[src/sv/ietsm_pkg.sv]
// Shared types, codes and the key-to-scancode table of the event translator.
`default_nettype none

package ietsm_pkg;

   // Default queue depths (each queue needs at least two entries)
   localparam int CMD_DEPTH_DEFAULT = 2;
   localparam int RSP_DEPTH_DEFAULT = 2;

   localparam int CSR_INDEX_WIDTH = 2;

   // Event classes
   localparam logic [15:0] EV_SYNC = 16'h0000;
   localparam logic [15:0] EV_KEY  = 16'h0001;
   localparam logic [15:0] EV_REL  = 16'h0002;

   // Button key codes
   localparam logic [15:0] CODE_LEFT_BUTTON   = 16'h0110;
   localparam logic [15:0] CODE_RIGHT_BUTTON  = 16'h0111;
   localparam logic [15:0] CODE_MIDDLE_BUTTON = 16'h0112;

   // Relative axes
   localparam logic [15:0] AXIS_X = 16'h0000;
   localparam logic [15:0] AXIS_Y = 16'h0001;

   localparam logic [7:0] RELEASE_BIT = 8'h80;

   // Configuration register indexes
   localparam logic [CSR_INDEX_WIDTH-1:0] CSR_LEFT_MASK   = 2'd0;
   localparam logic [CSR_INDEX_WIDTH-1:0] CSR_RIGHT_MASK  = 2'd1;
   localparam logic [CSR_INDEX_WIDTH-1:0] CSR_MIDDLE_MASK = 2'd2;

   // Result kinds
   localparam logic KIND_SCANCODE = 1'b0;
   localparam logic KIND_MOUSE    = 1'b1;

   typedef enum logic [1:0] {
      OP_KEY,
      OP_BUTTON,
      OP_REL,
      OP_SYNC
   } op_type;

   // Classified event handed from front to back
   typedef struct packed {
      op_type            op;
      logic [7:0]        scancode;
      logic [7:0]        mask;
      logic              press;
      logic              axis_x;
      logic              axis_y;
      logic signed [7:0] delta;
   } cmd_type;

   // One result item
   typedef struct packed {
      logic              kind;
      logic [7:0]        scancode;
      logic signed [7:0] delta_x;
      logic signed [7:0] delta_y;
      logic [7:0]        buttons;
   } rsp_type;

   function automatic logic [7:0] key_scancode(input logic [7:0] code);
      logic [7:0] sc;
      unique case (code)
         8'h04: sc = 8'h1e;  8'h05: sc = 8'h30;  8'h06: sc = 8'h2e;  8'h07: sc = 8'h20;
         8'h08: sc = 8'h12;  8'h09: sc = 8'h21;  8'h0a: sc = 8'h22;  8'h0b: sc = 8'h23;
         8'h0c: sc = 8'h17;  8'h0d: sc = 8'h24;  8'h0e: sc = 8'h25;  8'h0f: sc = 8'h26;
         8'h10: sc = 8'h32;  8'h11: sc = 8'h31;  8'h12: sc = 8'h18;  8'h13: sc = 8'h19;
         8'h14: sc = 8'h10;  8'h15: sc = 8'h13;  8'h16: sc = 8'h1f;  8'h17: sc = 8'h14;
         8'h18: sc = 8'h16;  8'h19: sc = 8'h2f;  8'h1a: sc = 8'h11;  8'h1b: sc = 8'h2d;
         8'h1c: sc = 8'h2c;  8'h1d: sc = 8'h15;  8'h1e: sc = 8'h02;  8'h1f: sc = 8'h03;
         8'h20: sc = 8'h04;  8'h21: sc = 8'h05;  8'h22: sc = 8'h06;  8'h23: sc = 8'h07;
         8'h24: sc = 8'h08;  8'h25: sc = 8'h09;  8'h26: sc = 8'h0a;  8'h27: sc = 8'h0b;
         8'h28: sc = 8'h1c;  8'h29: sc = 8'h01;  8'h2a: sc = 8'h0e;  8'h2b: sc = 8'h0f;
         8'h2c: sc = 8'h39;  8'h2d: sc = 8'h0c;  8'h2e: sc = 8'h0d;  8'h2f: sc = 8'h1a;
         8'h30: sc = 8'h1b;  8'h33: sc = 8'h27;  8'h34: sc = 8'h28;  8'h35: sc = 8'h29;
         8'h36: sc = 8'h33;  8'h37: sc = 8'h34;  8'h38: sc = 8'h35;  8'h39: sc = 8'h3a;
         8'h3a: sc = 8'h3b;  8'h3b: sc = 8'h3c;  8'h3c: sc = 8'h3d;  8'h3d: sc = 8'h3e;
         8'h3e: sc = 8'h3f;  8'h3f: sc = 8'h40;  8'h40: sc = 8'h41;  8'h41: sc = 8'h42;
         8'h42: sc = 8'h43;  8'h43: sc = 8'h44;  8'h44: sc = 8'h45;  8'h45: sc = 8'h46;
         8'h46: sc = 8'h47;  8'h47: sc = 8'h48;  8'h48: sc = 8'h49;  8'h49: sc = 8'h4a;
         8'h4a: sc = 8'h4b;  8'h4b: sc = 8'h4c;  8'h4c: sc = 8'h4d;  8'h4d: sc = 8'h4e;
         8'h4e: sc = 8'h4f;  8'h4f: sc = 8'h50;  8'h50: sc = 8'h51;  8'h51: sc = 8'h52;
         8'h52: sc = 8'h53;  8'h53: sc = 8'h1c;  8'h54: sc = 8'h35;  8'h55: sc = 8'h37;
         8'h56: sc = 8'h4a;  8'h57: sc = 8'h4e;  8'h58: sc = 8'h58;  8'h59: sc = 8'h4f;
         8'h5a: sc = 8'h50;  8'h5b: sc = 8'h51;  8'h5c: sc = 8'h4b;  8'h5d: sc = 8'h4c;
         8'h5e: sc = 8'h4d;  8'h5f: sc = 8'h47;  8'h60: sc = 8'h48;  8'h61: sc = 8'h49;
         8'h62: sc = 8'h52;  8'h63: sc = 8'h53;  8'he0: sc = 8'h1d;  8'he4: sc = 8'h1d;
         default: sc = 8'h00;
      endcase
      return sc;
   endfunction

endpackage

`default_nettype wire

[src/sv/ietsm_front.sv]
// Front end: configuration registers and classification of incoming events.
`default_nettype none

module ietsm_front
   import ietsm_pkg::*;
(
   input  wire logic                       clock,
   input  wire logic                       reset,
   input  wire logic                       req_push,
   input  wire logic [15:0]                req_event_type,
   input  wire logic [15:0]                req_event_code,
   input  wire logic [31:0]                req_event_value,
   input  wire logic                       cmd_full,
   output logic                            cmd_push,
   output cmd_type                         cmd_data,
   input  wire logic                       csr_valid,
   input  wire logic [CSR_INDEX_WIDTH-1:0] csr_index,
   input  wire logic [7:0]                 csr_wdata,
   output logic                            csr_ready
);

   logic [7:0] left_mask_ff,   left_mask_in;
   logic [7:0] right_mask_ff,  right_mask_in;
   logic [7:0] middle_mask_ff, middle_mask_in;

   logic       csr_write;
   logic       relevant;
   logic       is_release;
   logic [7:0] table_sc;

   assign csr_ready = 1'b1;
   assign csr_write = csr_valid & csr_ready;

   always_comb begin
      left_mask_in   = left_mask_ff;
      right_mask_in  = right_mask_ff;
      middle_mask_in = middle_mask_ff;
      if (csr_write) begin
         unique case (csr_index)
            CSR_LEFT_MASK:   left_mask_in   = csr_wdata;
            CSR_RIGHT_MASK:  right_mask_in  = csr_wdata;
            CSR_MIDDLE_MASK: middle_mask_in = csr_wdata;
            default: ;
         endcase
      end
   end

   always_ff @(posedge clock) begin
      if (reset) begin
         left_mask_ff   <= 8'h01;
         right_mask_ff  <= 8'h02;
         middle_mask_ff <= 8'h04;
      end else begin
         left_mask_ff   <= left_mask_in;
         right_mask_ff  <= right_mask_in;
         middle_mask_ff <= middle_mask_in;
      end
   end

   // Codes of 256 and above never hit the table
   assign table_sc   = (req_event_code[15:8] == 8'h00) ?
                       key_scancode(req_event_code[7:0]) : 8'h00;
   assign is_release = (req_event_value == 32'h0);

   always_comb begin
      relevant          = 1'b0;
      cmd_data.op       = OP_SYNC;
      cmd_data.scancode = is_release ? (table_sc | RELEASE_BIT) : table_sc;
      cmd_data.mask     = middle_mask_ff;
      cmd_data.press    = ~is_release;
      cmd_data.axis_x   = (req_event_code == AXIS_X);
      cmd_data.axis_y   = (req_event_code == AXIS_Y);
      cmd_data.delta    = req_event_value[7:0];
      priority if (req_event_type == EV_KEY) begin
         priority if (req_event_code == CODE_LEFT_BUTTON) begin
            relevant      = 1'b1;
            cmd_data.op   = OP_BUTTON;
            cmd_data.mask = left_mask_ff;
         end else if (req_event_code == CODE_RIGHT_BUTTON) begin
            relevant      = 1'b1;
            cmd_data.op   = OP_BUTTON;
            cmd_data.mask = right_mask_ff;
         end else if (req_event_code == CODE_MIDDLE_BUTTON) begin
            relevant      = 1'b1;
            cmd_data.op   = OP_BUTTON;
         end else if (table_sc != 8'h00) begin
            relevant    = 1'b1;
            cmd_data.op = OP_KEY;
         end else begin
            relevant = 1'b0;
         end
      end else if (req_event_type == EV_REL) begin
         relevant    = 1'b1;
         cmd_data.op = OP_REL;
      end else if (req_event_type == EV_SYNC) begin
         relevant    = 1'b1;
         cmd_data.op = OP_SYNC;
      end else begin
         relevant = 1'b0;
      end
   end

   // Drop events that can have no effect
   assign cmd_push = req_push & ~cmd_full & relevant;

endmodule

`default_nettype wire

[src/sv/ietsm_cmd_queue.sv]
// Short command queue between the front and back ends.
`default_nettype none

module ietsm_cmd_queue
   import ietsm_pkg::*;
#(
   parameter int DEPTH = CMD_DEPTH_DEFAULT
) (
   input  wire logic    clock,
   input  wire logic    reset,
   input  wire logic    push,
   input  cmd_type      push_data,
   input  wire logic    pop,
   output logic         empty,
   output logic         full,
   output cmd_type      head
);

   localparam int PW = $clog2(DEPTH);
   localparam int CW = $clog2(DEPTH + 1);

   cmd_type         entry_ff [DEPTH];
   logic [PW-1:0]   wr_ptr_ff, wr_ptr_in;
   logic [PW-1:0]   rd_ptr_ff, rd_ptr_in;
   logic [CW-1:0]   count_ff,  count_in;
   logic            do_push, do_pop;

   assign empty   = (count_ff == CW'(0));
   assign full    = (count_ff == CW'(DEPTH));
   assign do_push = push & ~full;
   assign do_pop  = pop & ~empty;
   assign head    = entry_ff[rd_ptr_ff];

   always_comb begin
      wr_ptr_in = wr_ptr_ff;
      rd_ptr_in = rd_ptr_ff;
      count_in  = count_ff;
      if (do_push) begin
         wr_ptr_in = (wr_ptr_ff == PW'(DEPTH - 1)) ? '0 : wr_ptr_ff + 1'b1;
      end
      if (do_pop) begin
         rd_ptr_in = (rd_ptr_ff == PW'(DEPTH - 1)) ? '0 : rd_ptr_ff + 1'b1;
      end
      if (do_push && !do_pop) begin
         count_in = count_ff + 1'b1;
      end else if (do_pop && !do_push) begin
         count_in = count_ff - 1'b1;
      end
   end

   always_ff @(posedge clock) begin
      if (reset) begin
         wr_ptr_ff <= '0;
         rd_ptr_ff <= '0;
         count_ff  <= '0;
      end else begin
         wr_ptr_ff <= wr_ptr_in;
         rd_ptr_ff <= rd_ptr_in;
         count_ff  <= count_in;
      end
   end

   always_ff @(posedge clock) begin
      if (do_push) begin
         entry_ff[wr_ptr_ff] <= push_data;
      end
   end

endmodule

`default_nettype wire

[src/sv/ietsm_back.sv]
// Back end: mouse state, command execution and the result queue.
`default_nettype none

module ietsm_back
   import ietsm_pkg::*;
#(
   parameter int RSP_DEPTH = RSP_DEPTH_DEFAULT
) (
   input  wire logic          clock,
   input  wire logic          reset,
   input  wire logic          cmd_empty,
   input  cmd_type            cmd_head,
   output logic               cmd_pop,
   input  wire logic          rsp_pop,
   output logic               rsp_empty,
   output logic               rsp_result_kind,
   output logic [7:0]         rsp_scancode,
   output logic signed [7:0]  rsp_delta_x,
   output logic signed [7:0]  rsp_delta_y,
   output logic [7:0]         rsp_buttons
);

   localparam int PW = $clog2(RSP_DEPTH);
   localparam int CW = $clog2(RSP_DEPTH + 1);

   logic signed [7:0] acc_x_ff,   acc_x_in;
   logic signed [7:0] acc_y_ff,   acc_y_in;
   logic [7:0]        buttons_ff, buttons_in;
   logic              pending_ff, pending_in;

   rsp_type           slot_ff [RSP_DEPTH];
   logic [PW-1:0]     wr_ptr_ff, wr_ptr_in;
   logic [PW-1:0]     rd_ptr_ff, rd_ptr_in;
   logic [CW-1:0]     count_ff,  count_in;

   logic              rsp_push;
   rsp_type           rsp_data;
   rsp_type           rsp_head;
   logic              do_pop;

   // Execute one command whenever the result queue has room
   assign cmd_pop = ~cmd_empty & (count_ff != CW'(RSP_DEPTH));

   always_comb begin
      acc_x_in          = acc_x_ff;
      acc_y_in          = acc_y_ff;
      buttons_in        = buttons_ff;
      pending_in        = pending_ff;
      rsp_push          = 1'b0;
      rsp_data.kind     = KIND_SCANCODE;
      rsp_data.scancode = cmd_head.scancode;
      rsp_data.delta_x  = '0;
      rsp_data.delta_y  = '0;
      rsp_data.buttons  = '0;
      if (cmd_pop) begin
         unique case (cmd_head.op)
            OP_KEY: begin
               rsp_push = 1'b1;
            end
            OP_BUTTON: begin
               buttons_in = cmd_head.press ? (buttons_ff | cmd_head.mask) :
                                             (buttons_ff & ~cmd_head.mask);
               pending_in = 1'b1;
            end
            OP_REL: begin
               if (cmd_head.axis_x) begin
                  acc_x_in = acc_x_ff + cmd_head.delta;
               end
               if (cmd_head.axis_y) begin
                  acc_y_in = acc_y_ff + cmd_head.delta;
               end
               pending_in = 1'b1;
            end
            OP_SYNC: begin
               if (pending_ff) begin
                  rsp_push          = 1'b1;
                  rsp_data.kind     = KIND_MOUSE;
                  rsp_data.scancode = '0;
                  rsp_data.delta_x  = acc_x_ff;
                  rsp_data.delta_y  = acc_y_ff;
                  rsp_data.buttons  = buttons_ff;
                  acc_x_in          = '0;
                  acc_y_in          = '0;
                  pending_in        = 1'b0;
               end
            end
            default: ;
         endcase
      end
   end

   always_ff @(posedge clock) begin
      if (reset) begin
         acc_x_ff   <= '0;
         acc_y_ff   <= '0;
         buttons_ff <= '0;
         pending_ff <= 1'b0;
      end else begin
         acc_x_ff   <= acc_x_in;
         acc_y_ff   <= acc_y_in;
         buttons_ff <= buttons_in;
         pending_ff <= pending_in;
      end
   end

   // Result queue
   assign rsp_empty = (count_ff == CW'(0));
   assign do_pop    = rsp_pop & ~rsp_empty;
   assign rsp_head  = slot_ff[rd_ptr_ff];

   assign rsp_result_kind = rsp_head.kind;
   assign rsp_scancode    = rsp_head.scancode;
   assign rsp_delta_x     = rsp_head.delta_x;
   assign rsp_delta_y     = rsp_head.delta_y;
   assign rsp_buttons     = rsp_head.buttons;

   always_comb begin
      wr_ptr_in = wr_ptr_ff;
      rd_ptr_in = rd_ptr_ff;
      count_in  = count_ff;
      if (rsp_push) begin
         wr_ptr_in = (wr_ptr_ff == PW'(RSP_DEPTH - 1)) ? '0 : wr_ptr_ff + 1'b1;
      end
      if (do_pop) begin
         rd_ptr_in = (rd_ptr_ff == PW'(RSP_DEPTH - 1)) ? '0 : rd_ptr_ff + 1'b1;
      end
      if (rsp_push && !do_pop) begin
         count_in = count_ff + 1'b1;
      end else if (do_pop && !rsp_push) begin
         count_in = count_ff - 1'b1;
      end
   end

   always_ff @(posedge clock) begin
      if (reset) begin
         wr_ptr_ff <= '0;
         rd_ptr_ff <= '0;
         count_ff  <= '0;
      end else begin
         wr_ptr_ff <= wr_ptr_in;
         rd_ptr_ff <= rd_ptr_in;
         count_ff  <= count_in;
      end
   end

   always_ff @(posedge clock) begin
      if (rsp_push) begin
         slot_ff[wr_ptr_ff] <= rsp_data;
      end
   end

endmodule

`default_nettype wire

[src/sv/input_event_to_scancode_mouse_core.sv]
// Top level of the input event translator: front end, command queue, back end.
//
// Translates input events (type, code, value) into set-1 keyboard scancodes
// and mouse packets. A key event whose code is in the built-in key table
// yields one scancode transaction, with bit 7 set on release (value zero).
// Key codes 0x110, 0x111 and 0x112 are the left, right and middle buttons:
// they set (press) or clear (release) the bits of the matching mask register
// in the kept button mask and mark the mouse state pending. A relative event
// adds the signed low byte of its value to the X (code 0) or Y (code 1)
// delta, wrapping at 8 bits, and marks pending. A sync event while pending
// yields one mouse packet transaction with both deltas and the button mask,
// then clears the deltas and the pending flag. Other events are dropped.
// Both sides behave as queues: push/full on the request side, empty/pop on
// the response side. The front end classifies one event per cycle into a
// command queue of CMD_DEPTH entries; the back end executes one command per
// cycle into a result queue of RSP_DEPTH entries, so the block sustains one
// event per clock as long as results are popped at the same rate. From push
// to result an event is registered in the command queue and then in the
// result queue. Mask registers are written through the csr_ port, which is
// always ready; write them only while no event is in flight.
`default_nettype none

module input_event_to_scancode_mouse_core
   import ietsm_pkg::*;
#(
   parameter int CMD_DEPTH = CMD_DEPTH_DEFAULT,
   parameter int RSP_DEPTH = RSP_DEPTH_DEFAULT
) (
   input  wire logic                       clock,
   input  wire logic                       reset,
   // Event requests
   input  wire logic                       req_push,
   output logic                            req_full,
   input  wire logic [15:0]                req_event_type,
   input  wire logic [15:0]                req_event_code,
   input  wire logic [31:0]                req_event_value,
   // Results
   output logic                            rsp_empty,
   input  wire logic                       rsp_pop,
   output logic                            rsp_result_kind,
   output logic [7:0]                      rsp_scancode,
   output logic signed [7:0]               rsp_delta_x,
   output logic signed [7:0]               rsp_delta_y,
   output logic [7:0]                      rsp_buttons,
   // Mask register writes
   input  wire logic                       csr_valid,
   output logic                            csr_ready,
   input  wire logic [CSR_INDEX_WIDTH-1:0] csr_index,
   input  wire logic [7:0]                 csr_wdata
);

   logic    cmd_push;
   cmd_type cmd_push_data;
   logic    cmd_full;
   logic    cmd_empty;
   logic    cmd_pop;
   cmd_type cmd_head;

   // Hold off the requester only when the command queue is full
   assign req_full = cmd_full;

   ietsm_front u_front (
      .clock           (clock),
      .reset           (reset),
      .req_push        (req_push),
      .req_event_type  (req_event_type),
      .req_event_code  (req_event_code),
      .req_event_value (req_event_value),
      .cmd_full        (cmd_full),
      .cmd_push        (cmd_push),
      .cmd_data        (cmd_push_data),
      .csr_valid       (csr_valid),
      .csr_index       (csr_index),
      .csr_wdata       (csr_wdata),
      .csr_ready       (csr_ready)
   );

   ietsm_cmd_queue #(
      .DEPTH (CMD_DEPTH)
   ) u_cmd_queue (
      .clock     (clock),
      .reset     (reset),
      .push      (cmd_push),
      .push_data (cmd_push_data),
      .pop       (cmd_pop),
      .empty     (cmd_empty),
      .full      (cmd_full),
      .head      (cmd_head)
   );

   ietsm_back #(
      .RSP_DEPTH (RSP_DEPTH)
   ) u_back (
      .clock           (clock),
      .reset           (reset),
      .cmd_empty       (cmd_empty),
      .cmd_head        (cmd_head),
      .cmd_pop         (cmd_pop),
      .rsp_pop         (rsp_pop),
      .rsp_empty       (rsp_empty),
      .rsp_result_kind (rsp_result_kind),
      .rsp_scancode    (rsp_scancode),
      .rsp_delta_x     (rsp_delta_x),
      .rsp_delta_y     (rsp_delta_y),
      .rsp_buttons     (rsp_buttons)
   );

endmodule

`default_nettype wire

[config.mk]
export PLATFORM = sky130hd
export DESIGN_NAME = input_event_to_scancode_mouse_core
export DESIGN_NICKNAME = d
export VERILOG_FILES = /design/src/sv/ietsm_pkg.sv /design/src/sv/ietsm_front.sv /design/src/sv/ietsm_cmd_queue.sv /design/src/sv/ietsm_back.sv /design/src/sv/input_event_to_scancode_mouse_core.sv
export SDC_FILE = /design/constraint.sdc
export NUM_CORES = 1
export LEC_CHECK = 0
export ABC_AREA = 0
export BUFFER_PORTS_ARGS = -buffer_cell sky130_fd_sc_hd__buf_2
export CAP_MARGIN = 15
export CORE_AREA = 2 2 122 124
export CTS_BUF_LIST = sky130_fd_sc_hd__clkbuf_4 sky130_fd_sc_hd__clkbuf_8
export DETAILED_ROUTE_END_ITERATION = 6
export DIE_AREA = 0 0 124 126
export GPL_ROUTABILITY_DRIVEN = 0
export PLACE_DENSITY_LB_ADDON = 0.25
export REMOVE_ABC_BUFFERS = 1
export SLEW_MARGIN = 20
export SYNTH_ARGS = -nofsm -noshare
export SYNTH_HDL_FRONTEND = slang
export SYNTH_SLANG_ARGS = --single-unit
[constraint.sdc]
create_clock -name clock -period 11.74 [get_ports clock]
set_input_delay 1.174 -clock clock [delete_from_list [all_inputs] [get_ports clock]]
set_output_delay 1.174 -clock clock [all_outputs]
set_load 0.005 [all_outputs]
==> flow_summary.rst, run 1 <==
.. list-table::
   :header-rows: 1

   * - Metric
     - Value
   * - Sequential share of power
     - 50.4%
   * - Initial core utilization
     - 64.2%
   * - Final Cycle Share
     - 36.9%
   * - Final Hold Vio Count
     - 0
   * - Initial antenna violation count
     - 0
   * - Post-synth EDFFs
     - 124
   * - Post-cts gate resize count
     - 0
   * - Average footprint of a synthesized cell
     - 11.5 sq um
   * - TritonCTS clock tree
     - yes
   * - Portion of synthesized cell area occupied by the leading cell type
     - 40.5%
   * - Tmin final
     - 4.33 ns
   * - Global-route usage over all layers
     - 25.2%
   * - Clk_lat worst skew
     - 0.46 ns
   * - Final instance count without filler cells
     - 1,088
   * - Most frequent cells in the layout
     - edfxtp_1 (124), buf_2 (113), nor2_1 (92)
   * - Portion of total power attributed to combinational logic
     - 23.0%
   * - GRT Residual Overflow
     - 0
   * - CTS root buffer
     - clkbuf_8
   * - # nets final
     - 1,007
   * - Wire length of the first global-routing pass
     - 30,500 um
   * - Crit Path Class
     - primary input to register
   * - Y dimension of the die
     - 126 um
   * - Number of buffers created by CTS
     - 17
   * - Cell row count
     - 44
   * - Vias
     - 6,538
   * - Antenna-violating nets left
     - 0
   * - Detailed-router iteration count before antenna repair
     - 5
   * - Max Clock Freq
     - 0.231 GHz
   * - Worst Path Arrival
     - 4.45 ns
   * - Synthesis-to-layout area growth
     - 11.2%
   * - I/O pin cnt
     - 115
   * - IO buf count
     - 113
   * - Final-report max-slew violation count
     - 0
   * - Cell-internal power
     - 1170 uW
   * - Netlist area before placement
     - 0.00919 sq mm
   * - Floorplan Core Area
     - 0.0143 sq mm
   * - Maximum number of pins on one net before global-route repair
     - 65
   * - Leakage power figure
     - 0.00405 uW
   * - Proportion of power drawn by the clock network
     - 26.6%
   * - Hold buffer count at cts
     - 0
   * - Final total negative setup slack
     - 0 ns
   * - Largest cells by area after synthesis
     - edfxtp_1 (41%), dfxtp_1 (13%), mux2_2 (5.1%), mux2i_1 (5.1%), ha_1 (4.6%)
   * - DRT iter0 DRCs
     - 426
   * - Number of inserted diodes
     - 0
   * - Die width
     - 124 um
   * - Hold Path Class
     - register to register
   * - Dominant cell type by area after synthesis
     - edfxtp_1
   * - Drt total wl
     - 19,100 um
   * - Post-route worst setup slack
     - 7.41 ns
   * - Transition time of the tightest slew-check pin
     - 0.825 ns
   * - Commonest register cell after synthesis
     - edfxtp_1
   * - Design area
     - 0.0102 sq mm
   * - Most common library cell in the layout ignoring fill and taps
     - edfxtp_1
   * - Cells after DPL
     - 1,057
   * - Remaining max-slew budget at the tightest pin
     - 44.5%
   * - Number of global-route vias before repair
     - 6,478
   * - Final setup violation count
     - 0
   * - Synth warn
     - 0
   * - CTS Buffer Depth
     - 2
   * - Switching power
     - 424 uW
   * - Number of remaining DRC errors
     - 0
   * - Worst vdd rail ir drop
     - 0.112 mV
   * - Number of H-tree levels
     - 4
   * - Clock input transition at the sequential cells of the worst setup and hold paths
     - 0.08 ns
   * - Async set or reset register ratio after synthesis
     - 0%
   * - Switching share of power
     - 26.7%
   * - Count of cell types in the netlist
     - 73
   * - Total cell area at the placement stage
     - 0.00982 sq mm
   * - Count of max-cap constraint violations
     - 0
   * - Layout cell share with drive strength beyond 1
     - 23.3%
   * - Result of the run
     - complete, no violations
   * - HPWL after detailed placement
     - 13,300 um
   * - Final worst hold slack
     - 0.476 ns
   * - Post-placement worst setup slack
     - 7.01 ns
   * - # Post-CTS Setup Buffers
     - 0
   * - Crit. End Element
     - register
   * - Final setup skew
     - 0.00978 ns
   * - Start point of the critical path
     - req_event_code[1]
   * - Die footprint
     - 0.0156 sq mm
   * - Sequential share of the synthesized area
     - 53.4%
   * - Data required time at the worst endpoint
     - 11.86 ns
   * - Routed wire length per instance
     - 17.5 um
   * - Register bit count reported by yosys
     - 183
   * - Power density cells
     - 156 mW/mm^2
   * - Via-per-instance ratio
     - 6.01
   * - Synthesized instance count
     - 797
   * - CTS sink count
     - 183
   * - Origin of the worst min-delay path
     - u_front.middle_mask_ff[2]$_SDFFE_PP1P_
   * - Setup repair after global routing missed its margin
     - no
   * - Element type at the critical path start
     - primary input
   * - Max Fanout on Critical Path
     - 29
==> metal layers <==
| metal | vias to the layer above | wire [um] | part of all wire [%] | global-route usage, % |
|---|---|---|---|---|
| met5 | - | 0 | 0 | 0 |
| met4 | 0 | 471 | 2.5 | 10.9 |
| met3 | 41 | 1050 | 5.5 | 5.39 |
| met2 | 232 | 9850 | 52 | 43.3 |
| met1 | 3137 | 7700 | 40 | 30.5 |
| li1 | 3128 | - | - | - |
==> logic make-up (layout without fill, tap and decap cells) <==
logic type / count (synthesis) / count (layout) / share of synthesized area (%)
other: 1 / 1 / 0.0408
AOI/OAI and AO/OA: 137 / 137 / 10.7
DFF: 183 / 183 / 53.4
muxes: 92 / 92 / 10.8
adders and majority gates: 36 / 36 / 5.06
buffers and inverters: 65 / 172 / 3.40
xor gates and xnor gates: 18 / 18 / 1.71
and+or+nand+nor: 265 / 265 / 14.9
==> layout make-up <==
class,count,area (sq um)
inverter,19,73.8
sequential,183,4900
clock buffer,18,241
tap,184,230
timing repair buffer,122,633
fill,1016,4090
multi-input combinational,549,3980
clock inverter,13,155
==> worst paths after layout <==
kind	endpoint	slack [ns]	cells past startpoint
worst max register to register	u_back.slot_ff[1][28]$_DFFE_PP_	8.23	10
worst min register to register	u_front.middle_mask_ff[2]$_SDFFE_PP1P_	0.48	1
worst max-delay path	u_cmd_queue.entry_ff[0][7]$_DFFE_PP_	7.41	11
worst min-delay path	u_front.middle_mask_ff[2]$_SDFFE_PP1P_	0.48	1
==> power groups by stage <==
stage	Sequential, uW	Clock (uW)	Combinational [uW]
after floorplan	831	0	207
after global placement	812	0	357
after detailed placement	816	0	366
after CTS	802	430	370
after global routing	810	456	404
final	801	423	366
==> sequential cells by signal (all words and copies together), names as in the netlist, 2 cells and up, named ones only <==
register	cells
u_back.acc_x_ff	8
u_back.acc_y_ff	8
u_back.count_ff	2
u_back.slot_ff	66
u_cmd_queue.count_ff	2
u_cmd_queue.entry_ff	58
u_front.left_mask_ff	8
u_front.middle_mask_ff	8
u_front.right_mask_ff	8
==> Yosys cell counts, drive strengths merged, types with 3 or more instances <==
cell	instances
edfxtp	124
nor2	92
dfxtp	59
mux2i	47
mux2	44
ha	34
a21oi	31
and2	29
nand2	29
nor3	27
buf	24
o21ai	24
clkbuf	22
inv	19
a22oi	16
nor2b	15
nor4	15
xnor2	11
nand2b	9
nor3b	8
or3	8
a21o	7
o21bai	7
xor2	7
nand3b	6
o211ai	6
a221o	5
a31oi	5
nand4	5
a211o	4
a221oi	4
and4	4
nand3	4
or2	4
a211oi	3
o31ai	3
or3b	3
or4	3
==> worst max-delay path: stages <==
cell     delay [ns]
buf_2          0.20
inv_1          0.25
ha_1           0.74
o21ai_0        0.21
o211a_1        0.19
or4_1          0.52
o32ai_2        0.29
nor4_2         0.07
a21oi_2        0.25
nor2b_2        0.18
buf_4          0.36
==> per-stage QoR <==
stage	utilization [%]	total power (uW)
after CTS	71.4	1600
after floorplan	-	1040
after global routing	71.4	1670
after global placement	68.6	1170
after detailed placement	68.6	1180
final	71.4	1590
Power figures use the tool's default switching activity.
==> inputs of run 2 (changes only) <==
--- a/config.mk
+++ b/config.mk
@@ -8,10 +8,10 @@
 export ABC_AREA = 0
 export BUFFER_PORTS_ARGS = -buffer_cell sky130_fd_sc_hd__buf_2
 export CAP_MARGIN = 15
-export CORE_AREA = 2 2 122 124
+export CORE_AREA = 2 2 133 135
 export CTS_BUF_LIST = sky130_fd_sc_hd__clkbuf_4 sky130_fd_sc_hd__clkbuf_8
 export DETAILED_ROUTE_END_ITERATION = 6
-export DIE_AREA = 0 0 124 126
+export DIE_AREA = 0 0 135 137
 export GPL_ROUTABILITY_DRIVEN = 0
 export PLACE_DENSITY_LB_ADDON = 0.25
 export REMOVE_ABC_BUFFERS = 1
==> constraint.sdc (replaced) <==
create_clock -name clock -period 3.9 [get_ports clock]
set_input_delay 0.39 -clock clock [delete_from_list [all_inputs] [get_ports clock]]
set_output_delay 0.39 -clock clock [all_outputs]
set_load 0.005 [all_outputs]
==> flow_summary.rst, run 2 (synthesis gave the netlist of run 1 again) <==
.. list-table::
   :header-rows: 1

   * - Metric
     - Value
   * - Post-route worst setup slack
     - 0.781 ns
   * - GRT Residual Overflow
     - 0
   * - Element type at the critical path start
     - primary input
   * - Start point of the critical path
     - req_event_code[1]
   * - Wire length of the first global-routing pass
     - 29,600 um
   * - Die width
     - 135 um
   * - Floorplan Core Area
     - 0.0171 sq mm
   * - Synthesis-to-layout area growth
     - 12.2%
   * - Seq. cell area
     - 0.00490 sq mm
   * - Y dimension of the die
     - 137 um
   * - Final Hold Vio Count
     - 0
   * - Number of H-tree levels
     - 4
   * - Setup repair after global routing missed its margin
     - no
   * - Crit. End Element
     - register
   * - Number of inserted diodes
     - 0
   * - Post-placement worst setup slack
     - 0.356 ns
   * - Max Fanout on Critical Path
     - 16
   * - Data required time at the worst endpoint
     - 4.30 ns
   * - Worst reg2reg endpoint
     - u_back.acc_x_ff[7]$_SDFFE_PP0P_
   * - IO buf count
     - 113
   * - End point of the critical path
     - u_cmd_queue.count_ff[1]$_SDFFE_PP0P_
   * - Multi-input logic area
     - 0.00399 sq mm
   * - Tmin final
     - 3.12 ns
   * - Vias
     - 6,369
   * - Max Clock Freq
     - 0.321 GHz
   * - Biggest regs
     - u_back.slot_ff x66, u_cmd_queue.entry_ff x58
   * - Number of cell instances on the worst register-to-register path
     - 9
   * - Number of remaining DRC errors
     - 0
   * - CTS Buffer Depth
     - 2
   * - Total cell area at the placement stage
     - 0.00996 sq mm
   * - TritonCTS clock tree
     - yes
   * - Clock input transition at the sequential cells of the worst setup and hold paths
     - 0.09 ns
   * - Number of global-route vias before repair
     - 5,937
   * - Initial antenna violation count
     - 0
   * - DRT iter0 DRCs
     - 292
   * - Hold buffer count at cts
     - 0
   * - Drt total wl
     - 18,700 um
   * - Result of the run
     - complete, no violations
   * - Most common library cell in the layout ignoring fill and taps
     - edfxtp_1
   * - Transition time of the tightest slew-check pin
     - 0.706 ns
   * - Count of max-cap constraint violations
     - 0
   * - Power density cells
     - 452 mW/mm^2
   * - Filler Cells Inserted
     - 1,444
   * - # nets final
     - 1,015
   * - Global-route usage over all layers
     - 20.8%
   * - Final Cycle Share
     - 80.0%
   * - Cell row count
     - 48
   * - Remaining max-slew budget at the tightest pin
     - 52.9%
   * - Post-cts gate resize count
     - 0
   * - Layout cell share with drive strength beyond 1
     - 24.2%
   * - HPWL after detailed placement
     - 13,300 um
   * - Worst Path Arrival
     - 3.52 ns
   * - Die footprint
     - 0.0185 sq mm
   * - Detailed-router iteration count before antenna repair
     - 5
   * - Via-per-instance ratio
     - 5.60
   * - Worst-case register-to-register setup slack
     - 0.80 ns
   * - Cells after DPL
     - 1,106
   * - Leakage power figure
     - 0.00406 uW
   * - Hold Path Class
     - primary input to register
   * - Worst vdd rail ir drop
     - 0.266 mV
   * - Initial core utilization
     - 53.9%
   * - Clk_lat worst skew
     - 0.46 ns
   * - Design area
     - 0.0103 sq mm
   * - Final setup violation count
     - 0
   * - Final setup skew
     - 0.0141 ns
   * - Biggest register
     - u_back.slot_ff
   * - CTS root buffer
     - clkbuf_8
   * - Maximum number of pins on one net before global-route repair
     - 46
   * - Number of flip-flops under the largest register name
     - 66
   * - Crit Path Class
     - primary input to register
   * - Number of buffers created by CTS
     - 17
   * - I/O pin cnt
     - 115
   * - Final instance count without filler cells
     - 1,138
   * - # Post-CTS Setup Buffers
     - 0
   * - CTS sink count
     - 183
   * - Most frequent cells in the layout
     - edfxtp_1 (124), buf_2 (113), nor2_1 (91)
   * - Final-report max-slew violation count
     - 0
   * - Routed wire length per instance
     - 16.5 um
   * - Antenna-violating nets left
     - 0
[run 2: changes by cell type in the layout (fill, tap and decap cells not counted), sizes merged]
| cell | delta |
|---|---|
| clkinvlp | +4 |
| clkinv | -1 |
| bufinv | -3 |
| clkbuf | +1 |
| buf | +8 |
[run 2: area by class of cell]
class                   count  area share, %
flip-flops and latches    183           47.6
multi-input cells         549           38.6
repair buffers            130           6.96
well taps                 225           2.73
clock buffers              19           2.41
clock inverters            13          0.971
inverters                  19          0.716
[run 2: critical path: stages]
cell and delay (ns):
buf_2 0.20, inv_1 0.25, ha_1 0.40, buf_4 0.27
nor2b_1 0.16, o211ai_1 0.09, a311o_1 0.43, a31oi_4 0.22
nor3_1 0.09, a21oi_2 0.22, ha_1 0.29, or3_1 0.35
a21oi_1 0.14
[run 2: worst min-delay path by stage]
stage / to / startpoint / slack [ns] / cells after the start
final: u_cmd_queue.entry_ff[1][1]$_DFFE_PP_ / req_event_value[1] / 0.14 / 1
after global routing: u_cmd_queue.entry_ff[1][0]$_DFFE_PP_ / req_event_value[0] / 0.12 / 1
after CTS: u_cmd_queue.entry_ff[1][1]$_DFFE_PP_ / req_event_value[1] / 0.11 / 1
after detailed placement: u_front.middle_mask_ff[2]$_SDFFE_PP1P_ / u_front.middle_mask_ff[2]$_SDFFE_PP1P_ / 0.46 / 1
after global placement: u_front.middle_mask_ff[2]$_SDFFE_PP1P_ / u_front.middle_mask_ff[2]$_SDFFE_PP1P_ / 0.45 / 1
after floorplan: u_front.middle_mask_ff[2]$_SDFFE_PP1P_ / u_front.middle_mask_ff[2]$_SDFFE_PP1P_ / 0.44 / 1
[run 2: report_power, final]
group          switching [uW]  internal (uW)  total, uW
sequential               83.9           2340       2420
combinational             559            547       1110
clock                     668            459       1130
total                    1310           3350       4660
[run 2: through the flow]
step / util, % / power (uW) / hold WS (ns) / setup TNS, ns
after floorplan: - / 3130 / 0.435 / -83.56
final: 60.5 / 4660 / 0.145 / 0
after global placement: 58.4 / 3570 / 0.453 / 0
after global routing: 60.5 / 4900 / 0.118 / 0
after CTS: 60.5 / 4710 / 0.114 / 0
after detailed placement: 58.4 / 3590 / 0.463 / 0
[run 2: routing by layer]
layer	vias to the layer above	GRT usage, %	share of wire [%]
met4	0	7.99	1.9
met2	178	36.8	50
met3	26	3.89	4.4
met1	3018	25.3	44
met5	-	0	0
li1	3147	-	-
==> inputs of run 3 (changes only) <==
==> constraint.sdc (replaced) <==
create_clock -name clock -period 2.83 [get_ports clock]
set_input_delay 0.283 -clock clock [delete_from_list [all_inputs] [get_ports clock]]
set_output_delay 0.283 -clock clock [all_outputs]
set_load 0.005 [all_outputs]
==> flow_summary.rst, run 3 (synthesis gave the netlist of run 1 again) <==
.. list-table::
   :header-rows: 1

   * - Metric
     - Value
   * - Result of the run
     - complete, no violations
   * - Biggest regs
     - u_back.slot_ff x66, u_cmd_queue.entry_ff x58
   * - End point of the critical path
     - u_back.count_ff[1]$_SDFFE_PP0P_
   * - Number of flip-flops under the largest register name
     - 66
   * - Max Clock Freq
     - 0.374 GHz
   * - Remaining max-slew budget at the tightest pin
     - 56.7%
   * - Y dimension of the die
     - 137 um
   * - Hold buffer count at cts
     - 0
   * - Number of remaining DRC errors
     - 0
   * - Crit-path slowest cell
     - dfxtp_1
   * - Final Cycle Share
     - 94.6%
   * - Number of cell instances on the worst register-to-register path
     - 12
   * - HPWL after detailed placement
     - 14,900 um
   * - Element type at the critical path start
     - register
   * - Worst-case register-to-register setup slack
     - 0.15 ns
   * - Most common library cell in the layout ignoring fill and taps
     - edfxtp_1
   * - Final setup skew
     - 0.0142 ns
   * - Die footprint
     - 0.0185 sq mm
   * - Post-cts gate resize count
     - 0
   * - Floorplan Core Area
     - 0.0171 sq mm
   * - Clk_lat worst skew
     - 0.46 ns
   * - Leakage power figure
     - 0.00445 uW
   * - Count of max-cap constraint violations
     - 0
   * - Cells after DPL
     - 1,180
   * - Final instance count without filler cells
     - 1,211
   * - Crit Path Class
     - register to register
   * - Most frequent cells in the layout
     - edfxtp_1 (124), buf_2 (113), nor2_1 (91)
   * - # nets final
     - 1,089
   * - Biggest register
     - u_back.slot_ff
   * - Crit. End Element
     - register
   * - Maximum number of pins on one net before global-route repair
     - 35
   * - TritonCTS clock tree
     - yes
   * - Detailed-router iteration count before antenna repair
     - 5
   * - Wire length of the first global-routing pass
     - 32,300 um
   * - CTS sink count
     - 183
   * - Number of cells traversed by the worst hold path
     - 1
   * - Final Hold Vio Count
     - 0
   * - I/O pin cnt
     - 115
   * - Seq. cell area
     - 0.00490 sq mm
   * - Die width
     - 135 um
   * - Final-report max-slew violation count
     - 0
   * - Power density cells
     - 594 mW/mm^2
   * - Number of H-tree levels
     - 4
   * - Antenna-violating nets left
     - 0
   * - Cell breakdown of the critical path
     - buf_4, buf_4, mux2i_2, inv_1, ha_1, nand2_1, nor2_2, a21oi_2, nor2_1, ha_1, or3_1, a21oi_1
   * - Setup repair after global routing missed its margin
     - no
   * - Worst Path Arrival
     - 3.07 ns
   * - IO buf count
     - 113
   * - Initial core utilization
     - 53.9%
   * - GRT Residual Overflow
     - 0
   * - Number of buffers created by CTS
     - 17
   * - Via-per-instance ratio
     - 5.55
   * - # Post-CTS Setup Buffers
     - 0
   * - Initial antenna violation count
     - 0
   * - Layout cell share with drive strength beyond 1
     - 30.6%
   * - Clock input transition at the sequential cells of the worst setup and hold paths
     - 0.09 ns
   * - Number of inserted diodes
     - 0
   * - PnR Total Power
     - 6520 uW
   * - Number of global-route vias before repair
     - 6,634
   * - Global-route usage over all layers
     - 22.6%
   * - Worst reg2reg endpoint
     - u_back.count_ff[1]$_SDFFE_PP0P_
   * - Tmin final
     - 2.68 ns
   * - Worst stage delay on the critical path
     - 0.38 ns
   * - Data required time at the worst endpoint
     - 3.22 ns
   * - DRT iter0 DRCs
     - 379
   * - Multi-input logic area
     - 0.00402 sq mm
   * - Drt total wl
     - 20,100 um
   * - Final setup violation count
     - 0
   * - Transition time of the tightest slew-check pin
     - 0.650 ns
   * - Cell row count
     - 48
   * - Synthesis-to-layout area growth
     - 19.4%
   * - Worst vdd rail ir drop
     - 0.341 mV
   * - Max Fanout on Critical Path
     - 4
   * - CTS root buffer
     - clkbuf_8
   * - Filler Cells Inserted
     - 1,344
   * - CTS Buffer Depth
     - 2
   * - Vias
     - 6,719
   * - Hold Path Class
     - primary input to register
   * - Routed wire length per instance
     - 16.6 um
[run 3: through the flow]
step / hold WS [ns] / cell area, sq um / utilization, % / TNS [ns] / worst slack [ns]
after CTS: 0.0225 / 10900 / 64.2 / 0 / 0.0450
after floorplan: 0.352 / 8950 / - / -228.67 / -2.88
after detailed placement: 0.461 / 10600 / 62.2 / -12.40 / -0.219
final: 0.0419 / 11000 / 64.3 / 0 / 0.154
after global placement: 0.452 / 10600 / 62.2 / -7.33 / -0.132
after global routing: 0.0153 / 11000 / 64.3 / 0 / 0.00416
[run 3: layout make-up]
| cell class | count | area share, % |
|---|---|---|
| inverter | 19 | 0.673 |
| sequential | 183 | 44.7 |
| clock inverter | 11 | 0.730 |
| timing repair buffer | 204 | 12.4 |
| tap | 225 | 2.57 |
| multi-input combinational | 549 | 36.6 |
| clock buffer | 20 | 2.34 |
[run 3: worst max-delay path, delay by kind of cell (launching register included)]
| kind | cells | cell delay, ns |
|---|---|---|
| AND/OR/NAND/NOR | 4 | 0.65 |
| adder cells (fa/ha/maj) | 2 | 0.58 |
| buffers and inverters | 3 | 0.39 |
| flip-flops | 1 | 0.38 |
| AO/OA/AOI/OAI | 2 | 0.31 |
| multiplexers | 1 | 0.29 |
[run 3: worst min-delay path by stage]
| stage | start | to | slack (ns) |
|---|---|---|---|
| 3_3_place_gp | u_front.middle_mask_ff[2]$_SDFFE_PP1P_ | u_front.middle_mask_ff[2]$_SDFFE_PP1P_ | 0.45 |
| 2_1_floorplan | reset | u_back.count_ff[1]$_SDFFE_PP0P_ | 0.35 |
| 4_1_cts | req_event_value[0] | u_cmd_queue.entry_ff[0][0]$_DFFE_PP_ | 0.02 |
| 3_5_place_dp | u_front.middle_mask_ff[2]$_SDFFE_PP1P_ | u_front.middle_mask_ff[2]$_SDFFE_PP1P_ | 0.46 |
| 6_report | req_event_value[0] | u_cmd_queue.entry_ff[0][0]$_DFFE_PP_ | 0.04 |
| 5_1_grt | req_event_value[2] | u_cmd_queue.entry_ff[0][2]$_DFFE_PP_ | 0.02 |
[run 3: routing by layer]
layer	share of wire (%)	GRT usage, %	vias to the layer above
met5	0	0	-
met4	3.5	10.8	0
met3	4.7	3.81	47
met2	50	39.4	194
met1	41	27.3	3182
li1	-	-	3296
[run 3: report_power, final]
part | leakage (uW) | switching, uW | internal (uW) | total (uW)
sequential | 0.00169 | 102 | 3220 | 3330
clock | 0.000166 | 896 | 632 | 1530
combinational | 0.00260 | 822 | 847 | 1670
